<file path="config.mk">
export PLATFORM = sky130hd
export DESIGN_NAME = layer_tap_hold_toggle
export DESIGN_NICKNAME = d
export VERILOG_FILES = /design/src/hw/rtl/lth_pkg.sv /design/src/hw/rtl/layer_tap_hold_toggle.sv
export SDC_FILE = /design/constraint.sdc
export NUM_CORES = 1
export LEC_CHECK = 0
export BUFFER_PORTS_ARGS = -buffer_cell sky130_fd_sc_hd__clkbuf_2
export CAP_MARGIN = 30
export CORE_ASPECT_RATIO = 0.6
export CORE_MARGIN = 5
export CORE_UTILIZATION = 35
export CTS_CLUSTER_DIAMETER = 100
export DETAILED_ROUTE_END_ITERATION = 7
export PLACE_DENSITY = 0.59
export SYNTH_ARGS = -nofsm -noshare
export SYNTH_HDL_FRONTEND = slang
export SYNTH_SLANG_ARGS = --single-unit
export TNS_END_PERCENT = 10
</file>
<file path="constraint.sdc">
create_clock -name clk -period 10.7 [get_ports clk]
set_clock_uncertainty 0.1 [all_clocks]
set_input_delay 2.14 -clock clk [delete_from_list [all_inputs] [get_ports clk]]
set_output_delay 2.14 -clock clk [all_outputs]
set_load 0.05 [all_outputs]
</file>
<file path="src/hw/rtl/lth_pkg.sv">
`timescale 1ns / 1ps

package lth_pkg;

  typedef logic [1:0] mode_t;

  localparam mode_t MODE_INACTIVE = 2'd0;
  localparam mode_t MODE_TAPPING  = 2'd1;
  localparam mode_t MODE_HOLDING  = 2'd2;
  localparam mode_t MODE_TOGGLED  = 2'd3;

  typedef logic [2:0] op_t;

  localparam op_t OP_TICK  = 3'd0;
  localparam op_t OP_LAYER = 3'd1;
  localparam op_t OP_OTHER = 3'd2;
  localparam op_t OP_LOCK  = 3'd3;
  localparam op_t OP_BASE  = 3'd4;

  localparam int unsigned IN_DATA_W  = 32;
  localparam int unsigned OUT_DATA_W = 32;
  localparam int unsigned ADDR_W     = 3;

  localparam logic [15:0] TAP_TERM_RESET = 16'd200;

endpackage

</file>
<file path="src/hw/rtl/layer_tap_hold_toggle.sv">
`timescale 1ns / 1ps

// Tap/hold/lock control of keyboard layers. Each accepted input item (a tick,
// a layer key, another key, a lock key or a base key; op travels in s_tuser)
// updates the per-layer modes, the press timestamps, the millisecond counter
// and the layer mask in the cycle it is accepted, and its single result
// (tap request, layer mask, top layer) appears in the output register on the
// next cycle. One item is taken every cycle: all layers are evaluated in
// parallel by one pass of logic between the state registers and the output
// register, and the only stall comes from a full output register that the
// downstream side does not take. tap_term_ms sits at APB byte address 0; write
// it only while no item is in flight.
module layer_tap_hold_toggle #(
  parameter int LAYER_COUNT = 8
) (
  input  logic                              clk,
  input  logic                              rst,
  // APB configuration
  input  logic                              psel,
  input  logic                              penable,
  input  logic                              pwrite,
  input  logic [lth_pkg::ADDR_W-1:0]        paddr,
  input  logic [31:0]                       pwdata,
  output logic [31:0]                       prdata,
  output logic                              pready,
  // input items
  input  logic                              s_tvalid,
  output logic                              s_tready,
  // fields from bit 0: pressed, layer[3], alt_layer[3], alt_held, key_code[16],
  // is_shift, zero fill
  input  logic [lth_pkg::IN_DATA_W-1:0]     s_tdata,
  // fields from bit 0: op[3]
  input  logic [2:0]                        s_tuser,
  // result items
  output logic                              m_tvalid,
  input  logic                              m_tready,
  // fields from bit 0: tap_valid, tap_code[16], layer_mask[8], top_layer[3],
  // zero fill
  output logic [lth_pkg::OUT_DATA_W-1:0]    m_tdata
);

  import lth_pkg::*;

  localparam int LW = (LAYER_COUNT > 1) ? $clog2(LAYER_COUNT) : 1;
  localparam int CW = (LW > 3) ? LW : 3;
  localparam int MW = (LAYER_COUNT < 8) ? LAYER_COUNT : 8;

  // configuration
  logic [15:0] tap_term_ms;

  assign pready = 1'b1;

  always_ff @(posedge clk) begin
    if (rst) begin
      tap_term_ms <= TAP_TERM_RESET;
    end else if (psel && penable && pwrite && pready && !paddr[2]) begin
      tap_term_ms <= pwdata[15:0];
    end
  end

  always_comb begin
    prdata = '0;
    if (!paddr[2]) begin
      prdata = {16'd0, tap_term_ms};
    end
  end

  // input fields
  logic        in_pressed;
  logic [2:0]  in_layer;
  logic [2:0]  in_alt_layer;
  logic        in_alt_held;
  logic [15:0] in_key_code;
  logic        in_is_shift;
  op_t         in_op;

  assign in_pressed   = s_tdata[0];
  assign in_layer     = s_tdata[3:1];
  assign in_alt_layer = s_tdata[6:4];
  assign in_alt_held  = s_tdata[7];
  assign in_key_code  = s_tdata[23:8];
  assign in_is_shift  = s_tdata[24];
  assign in_op        = s_tuser;

  // state
  logic [15:0]            now_ms;
  logic [15:0]            press_time [LAYER_COUNT];
  mode_t                  layer_mode [LAYER_COUNT];
  logic [LAYER_COUNT-1:0] active_mask;
  logic [15:0]            saved_tap_code;

  logic [15:0]            now_ms_next;
  logic [15:0]            press_time_next [LAYER_COUNT];
  mode_t                  layer_mode_next [LAYER_COUNT];
  logic [LAYER_COUNT-1:0] active_mask_next;
  logic [15:0]            saved_tap_code_next;

  logic                   tap;
  logic [15:0]            tap_code;

  function automatic logic [LW-1:0] highest(input logic [LAYER_COUNT-1:0] m);
    logic [LW-1:0] top;
    top = '0;
    for (int l = 0; l < LAYER_COUNT; l++) begin
      if (m[l]) begin
        top = LW'(l);
      end
    end
    return top;
  endfunction

  logic [LW-1:0] top_cur;
  logic [CW-1:0] top_cur_ext;
  logic [CW-1:0] alt_ext;
  logic [2:0]    target;
  logic [CW-1:0] target_ext;

  assign top_cur     = highest(active_mask);
  assign top_cur_ext = CW'(top_cur);
  assign alt_ext     = CW'(in_alt_layer);

  always_comb begin
    if (in_pressed) begin
      target = in_alt_held ? in_alt_layer : in_layer;
    end else begin
      target = (top_cur_ext == alt_ext) ? in_alt_layer : in_layer;
    end
  end

  assign target_ext = CW'(target);

  always_comb begin
    now_ms_next         = now_ms;
    press_time_next     = press_time;
    layer_mode_next     = layer_mode;
    active_mask_next    = active_mask;
    saved_tap_code_next = saved_tap_code;
    tap                 = 1'b0;
    tap_code            = '0;

    unique case (in_op)
      OP_TICK: begin
        now_ms_next = now_ms + 16'd1;
        for (int l = 0; l < LAYER_COUNT; l++) begin
          if (layer_mode[l] == MODE_TAPPING &&
              16'(now_ms_next - press_time[l]) > tap_term_ms) begin
            layer_mode_next[l] = MODE_HOLDING;
          end
        end
      end
      OP_LAYER: begin
        // a target at or beyond the layer count matches no lane
        for (int l = 0; l < LAYER_COUNT; l++) begin
          if (target_ext == CW'(l)) begin
            if (in_pressed) begin
              press_time_next[l] = now_ms;
              if (layer_mode[l] == MODE_INACTIVE) begin
                layer_mode_next[l]  = MODE_TAPPING;
                saved_tap_code_next = in_key_code;
                active_mask_next[l] = 1'b1;
              end else if (layer_mode[l] == MODE_TOGGLED) begin
                layer_mode_next[l]  = MODE_INACTIVE;
                active_mask_next[l] = 1'b0;
              end
            end else begin
              if (layer_mode[l] == MODE_TAPPING) begin
                tap                 = 1'b1;
                tap_code            = in_key_code;
                layer_mode_next[l]  = MODE_INACTIVE;
                active_mask_next[l] = 1'b0;
              end else if (layer_mode[l] == MODE_HOLDING) begin
                layer_mode_next[l]  = MODE_INACTIVE;
                active_mask_next[l] = 1'b0;
              end
            end
          end
        end
      end
      OP_OTHER: begin
        for (int l = 0; l < LAYER_COUNT; l++) begin
          if (top_cur == LW'(l) && layer_mode[l] == MODE_TAPPING) begin
            if (in_pressed) begin
              layer_mode_next[l] = MODE_HOLDING;
            end else if (in_is_shift) begin
              // rolling shift: send the saved code and drop the layer
              tap                 = 1'b1;
              tap_code            = saved_tap_code;
              layer_mode_next[l]  = MODE_INACTIVE;
              active_mask_next[l] = 1'b0;
            end
          end
        end
      end
      OP_LOCK: begin
        for (int l = 0; l < LAYER_COUNT; l++) begin
          if (in_pressed && top_cur == LW'(l)) begin
            if (layer_mode[l] == MODE_TAPPING || layer_mode[l] == MODE_HOLDING) begin
              layer_mode_next[l] = MODE_TOGGLED;
            end else if (layer_mode[l] == MODE_TOGGLED) begin
              layer_mode_next[l]  = MODE_INACTIVE;
              active_mask_next[l] = 1'b0;
            end
          end
        end
      end
      OP_BASE: begin
        for (int l = 0; l < LAYER_COUNT; l++) begin
          layer_mode_next[l] = MODE_INACTIVE;
        end
        active_mask_next = '0;
      end
      default: begin
      end
    endcase
  end

  logic [LW-1:0] top_next;
  logic [CW-1:0] top_next_ext;
  logic [7:0]    mask_out;

  assign top_next     = highest(active_mask_next);
  assign top_next_ext = CW'(top_next);
  assign mask_out     = 8'(active_mask_next[MW-1:0]);

  logic accept;

  assign s_tready = !m_tvalid || m_tready;
  assign accept   = s_tvalid && s_tready;

  always_ff @(posedge clk) begin
    if (rst) begin
      now_ms         <= '0;
      active_mask    <= '0;
      saved_tap_code <= '0;
      for (int l = 0; l < LAYER_COUNT; l++) begin
        layer_mode[l] <= MODE_INACTIVE;
      end
    end else if (accept) begin
      now_ms         <= now_ms_next;
      active_mask    <= active_mask_next;
      saved_tap_code <= saved_tap_code_next;
      layer_mode     <= layer_mode_next;
    end
  end

  // timestamps are read only in the tapping mode, which a press always writes
  always_ff @(posedge clk) begin
    if (accept) begin
      press_time <= press_time_next;
    end
  end

  always_ff @(posedge clk) begin
    if (rst) begin
      m_tvalid <= 1'b0;
    end else if (accept) begin
      m_tvalid <= 1'b1;
    end else if (m_tready) begin
      m_tvalid <= 1'b0;
    end
  end

  always_ff @(posedge clk) begin
    if (accept) begin
      m_tdata <= {4'd0, top_next_ext[2:0], mask_out, tap_code, tap};
    end
  end

  // assertions
  logic [LAYER_COUNT-1:0] mode_active;

  always_comb begin
    for (int l = 0; l < LAYER_COUNT; l++) begin
      mode_active[l] = (layer_mode[l] != MODE_INACTIVE);
    end
  end

  a_mask_matches_modes: assert property (@(posedge clk) disable iff (rst)
    active_mask == mode_active)
    else $error("layer mask disagrees with layer modes");

  a_no_code_without_tap: assert property (@(posedge clk) disable iff (rst)
    (m_tvalid && !m_tdata[0]) |-> (m_tdata[16:1] == 16'd0))
    else $error("tap code set without tap");

  a_base_clears: assert property (@(posedge clk) disable iff (rst)
    (accept && in_op == OP_BASE) |=> (active_mask == '0 && m_tvalid && m_tdata[24:17] == 8'd0))
    else $error("base key left a layer active");

  a_tick_advances: assert property (@(posedge clk) disable iff (rst)
    (accept && in_op == OP_TICK) |=> (now_ms == 16'($past(now_ms) + 16'd1)))
    else $error("tick did not advance the counter");

  a_non_tick_holds: assert property (@(posedge clk) disable iff (rst)
    (accept && in_op != OP_TICK) |=> $stable(now_ms))
    else $error("counter moved without a tick");

endmodule
</file>
==> reports/summary.txt <==
Gate Count Post-Synth = 2199
hold crit path type = reg -> reg
Startpoint Class = flop
FILL cells = 5609
die width = 315 µm
yosys warns = 0
Mean Syn Cell Area = 8.86 µm²
Max Freq = 135 MHz
Worst Path Max Fanout = 20
TritonCTS clock tree = yes
first-pass GRT wire length = 96300 µm
Post-synth ARST share = 0%
max cap viols = 0
Clock Pin Slew Worst Setup and Hold Paths = 0.06 ns
Worst Tran Pin Value = 1.14 ns
Final Setup Violations = 0
CTS max path bufs = 3
RR Endpoint = layer_mode[2]
dpl hpwl = 48700 µm
predominant post-synthesis flop cell = edfxtp_1
Area Growth Syn to Fin = 12.1%
Congestion Overflow GR = 0
largest net degree at the start of global routing = 72
hold depth = 2
GP Congestion = 0.913
final core occ = 39.4%
unrepaired setup endpoints after global routing = no
crit path DAT = 7.76 ns
core footprint = 55500 µm²
Residual DRC = 0
site row count = 67
hold path startpoint = tap_term_ms[8]
kind of critical path = reg -> reg
# IOs = 144
share of cells above drive strength 1 = 9.58%
minimum clock period = 7.42 ns
RR Startpoint = now_ms[0]
routed wire length = 64600 µm
initial cell density of the core = 35.1%
multi-input logic area = 12200 µm²
Yosys reg bits = 229
Worst-Skew Late Latency = 0.58 ns
Cell Pwr Density = 104 nW/µm²
CTS root buf = clkbuf_16
H-tree levels = 1
Post-Syn Area = 19500 µm²
cts repair resizes = 0
Via Count = 17095
Post-CTS Setup Inserts = 0
Worst EP required = 11.04 ns
status = finished clean
Hold Fails Final Rpt = 0
clock sinks = 229
Setup crit end kind = flop
leakage = 9.10 nW
worst reg-to-reg setup slack = 3.28 ns
Yosys cell types = 92
TritonCTS Buffers = 26
PortBufs = 97
Routed Antenna Nets = 0
number of global-route vias before repair = 15726
R2R depth = 18
number of flops mapped to enable cells by yosys = 156
hold_buf cts = 0
sequential cell area = 6150 µm²
sequential area share after synthesis = 31.5%
relative slew slack = 23.4%
Tcrit/Tclk final = 69.3%
initial antenna violation count = 0
peak supply drop = 0.144 mV
vias per cell = 5.54
# nets final = 2681
global-route usage over all layers = 20.5%
TNS Setup = 0 ns
drt initial violations = 1788
Final Slew Violations = 0
die height = 193 µm
die area = 60700 µm²
wire per inst = 20.9 µm
hold endpoint = tap_term_ms[8]
First-pass DRT Iterations = 6
ANT cells = 0
flip-flops by register name, summed over array words and instances, names as in the netlist:
signal and flops:
m_tdata 28, now_ms 16, m_tvalid 1, active_mask 8, saved_tap_code 16, layer_mode 16
tap_term_ms 16, press_time 128
report_power, final:
group	internal, mW	switching (mW)
Sequential	0.955	0.0164
Clock	0.556	0.397
Combinational	0.103	0.255
Total	1.61	0.669
cells by family (layout without fill, tap and decap cells):
kind of cell | Yosys count | count (layout) | synth area share [%]
AO/OA/AOI/OAI | 573 | 573 | 19.9
flip-flops | 229 | 229 | 31.5
other | 2 | 21 | 0.0385
AND/OR/NAND/NOR | 642 | 642 | 15.9
XOR/XNOR | 118 | 118 | 5.30
adder cells (fa/ha/maj) | 297 | 297 | 19.4
multiplexers | 25 | 25 | 1.35
buffers and inverters | 313 | 422 | 6.64
stage by stage:
| step | cells | instance area (µm²) | hold slack (ns) | total power, mW | worst slack (ns) |
|---|---|---|---|---|---|
| floorplan | 2218 | 19600 | 0.336 | 1.23 | 4.42 |
| global route | 3086 | 21800 | 0.379 | 2.36 | 3.16 |
| CTS | 3083 | 21800 | 0.355 | 2.29 | 3.49 |
| detailed placement | 3035 | 20900 | 0.346 | 1.33 | 3.52 |
| finish | 3086 | 21800 | 0.353 | 2.28 | 3.28 |
| global placement | 3027 | 20800 | 0.342 | 1.33 | 3.55 |
worst max-delay path by stage:
stage / endpoint / slack [ns] / cells after the start / startpoint
5_1_grt: layer_mode[2] / 3.16 / 18 / now_ms[0]
3_5_place_dp: layer_mode[2] / 3.52 / 18 / now_ms[0]
3_3_place_gp: layer_mode[2] / 3.55 / 18 / now_ms[0]
6_report: layer_mode[2] / 3.28 / 18 / now_ms[0]
2_1_floorplan: press_time[0] / 4.42 / 9 / s_tdata[5]
4_1_cts: layer_mode[2] / 3.49 / 18 / now_ms[0]
cell type report:
class                      instances  share of cell area, %
clock buffer                      37                   3.40
tap                              759                   4.35
inverter                         237                   4.07
sequential                       229                   28.1
multi-input combinational       1676                   55.7
timing repair buffer             137                   3.74
clock inverter                    11                  0.647
layer usage:
| metal | track usage, % | up-vias | part of all wire [%] |
|---|---|---|---|
| met3 | 4.49 | 77 | 9.6 |
| met4 | 3.17 | 0 | 1.5 |
| li1 | - | 8181 | - |
| met2 | 27.8 | 668 | 38 |
| met1 | 33.0 | 8169 | 51 |
| met5 | 0 | - | 0 |
critical path: stages, from the launching register on:
cell and delay [ns]:
dfxtp_1 0.87, ha_1 0.34, xor2_1 0.77, ha_1 0.41
nor2b_1 0.14, o21ai_0 0.23, a21boi_0 0.18, o21ai_0 0.23
a21boi_0 0.28, o2111ai_1 0.51, a31oi_1 0.26, or4b_2 0.68
nand3_1 0.12, ha_1 0.14, nand3_1 0.09, o21ai_0 0.90
o21a_1 0.36, o2111a_1 0.33, mux2_1 0.34
cells in the final DEF, fill, tap and decap left out, types with 18 or more instances in the layout:
cell       instances
ha_1             289
inv_1            235
nor2_1           169
nand2_1          167
a21oi_1          167
edfxtp_1         156
clkbuf_2          97
o21ai_0           93
nor3_1            75
xnor2_1           75
dfxtp_1           73
nand3_1           57
xor2_1            43
o211ai_1          41
a21o_1            36
buf_4             34
nor2b_1           32
a211oi_1          30
nand4_1           30
clkbuf_16         27
o21a_1            22
conb_1            21
or3_1             19
a22oi_1           19
nand2b_1          18
and3_1            18
synthesized netlist by cell type (all sizes together), types with 16 or more instances:
master	n	area share (%)
a21boi	16	0.62
a211oi	31	1.3
mux2i	18	0.94
a21oi	168	4.3
nand2	168	3.2
edfxtp	156	24
dfxtp	73	7.5
nand4	30	0.96
nor2	169	3.3
o21ai	98	2.5
nand3	58	1.5
nor2b	32	1.0
buf	41	1.4
o211ai	43	1.7
a22oi	19	0.73
clkbuf	35	0.67
inv	236	4.5
xor2	43	1.9
and3	18	0.58
ha	289	19
nand2b	18	0.58
a21o	37	1.4
o21a	22	0.85
nor3	76	2.0
xnor2	75	3.4
a22o	16	0.72
or3	19	0.61
Power figures use the tool's default switching activity.
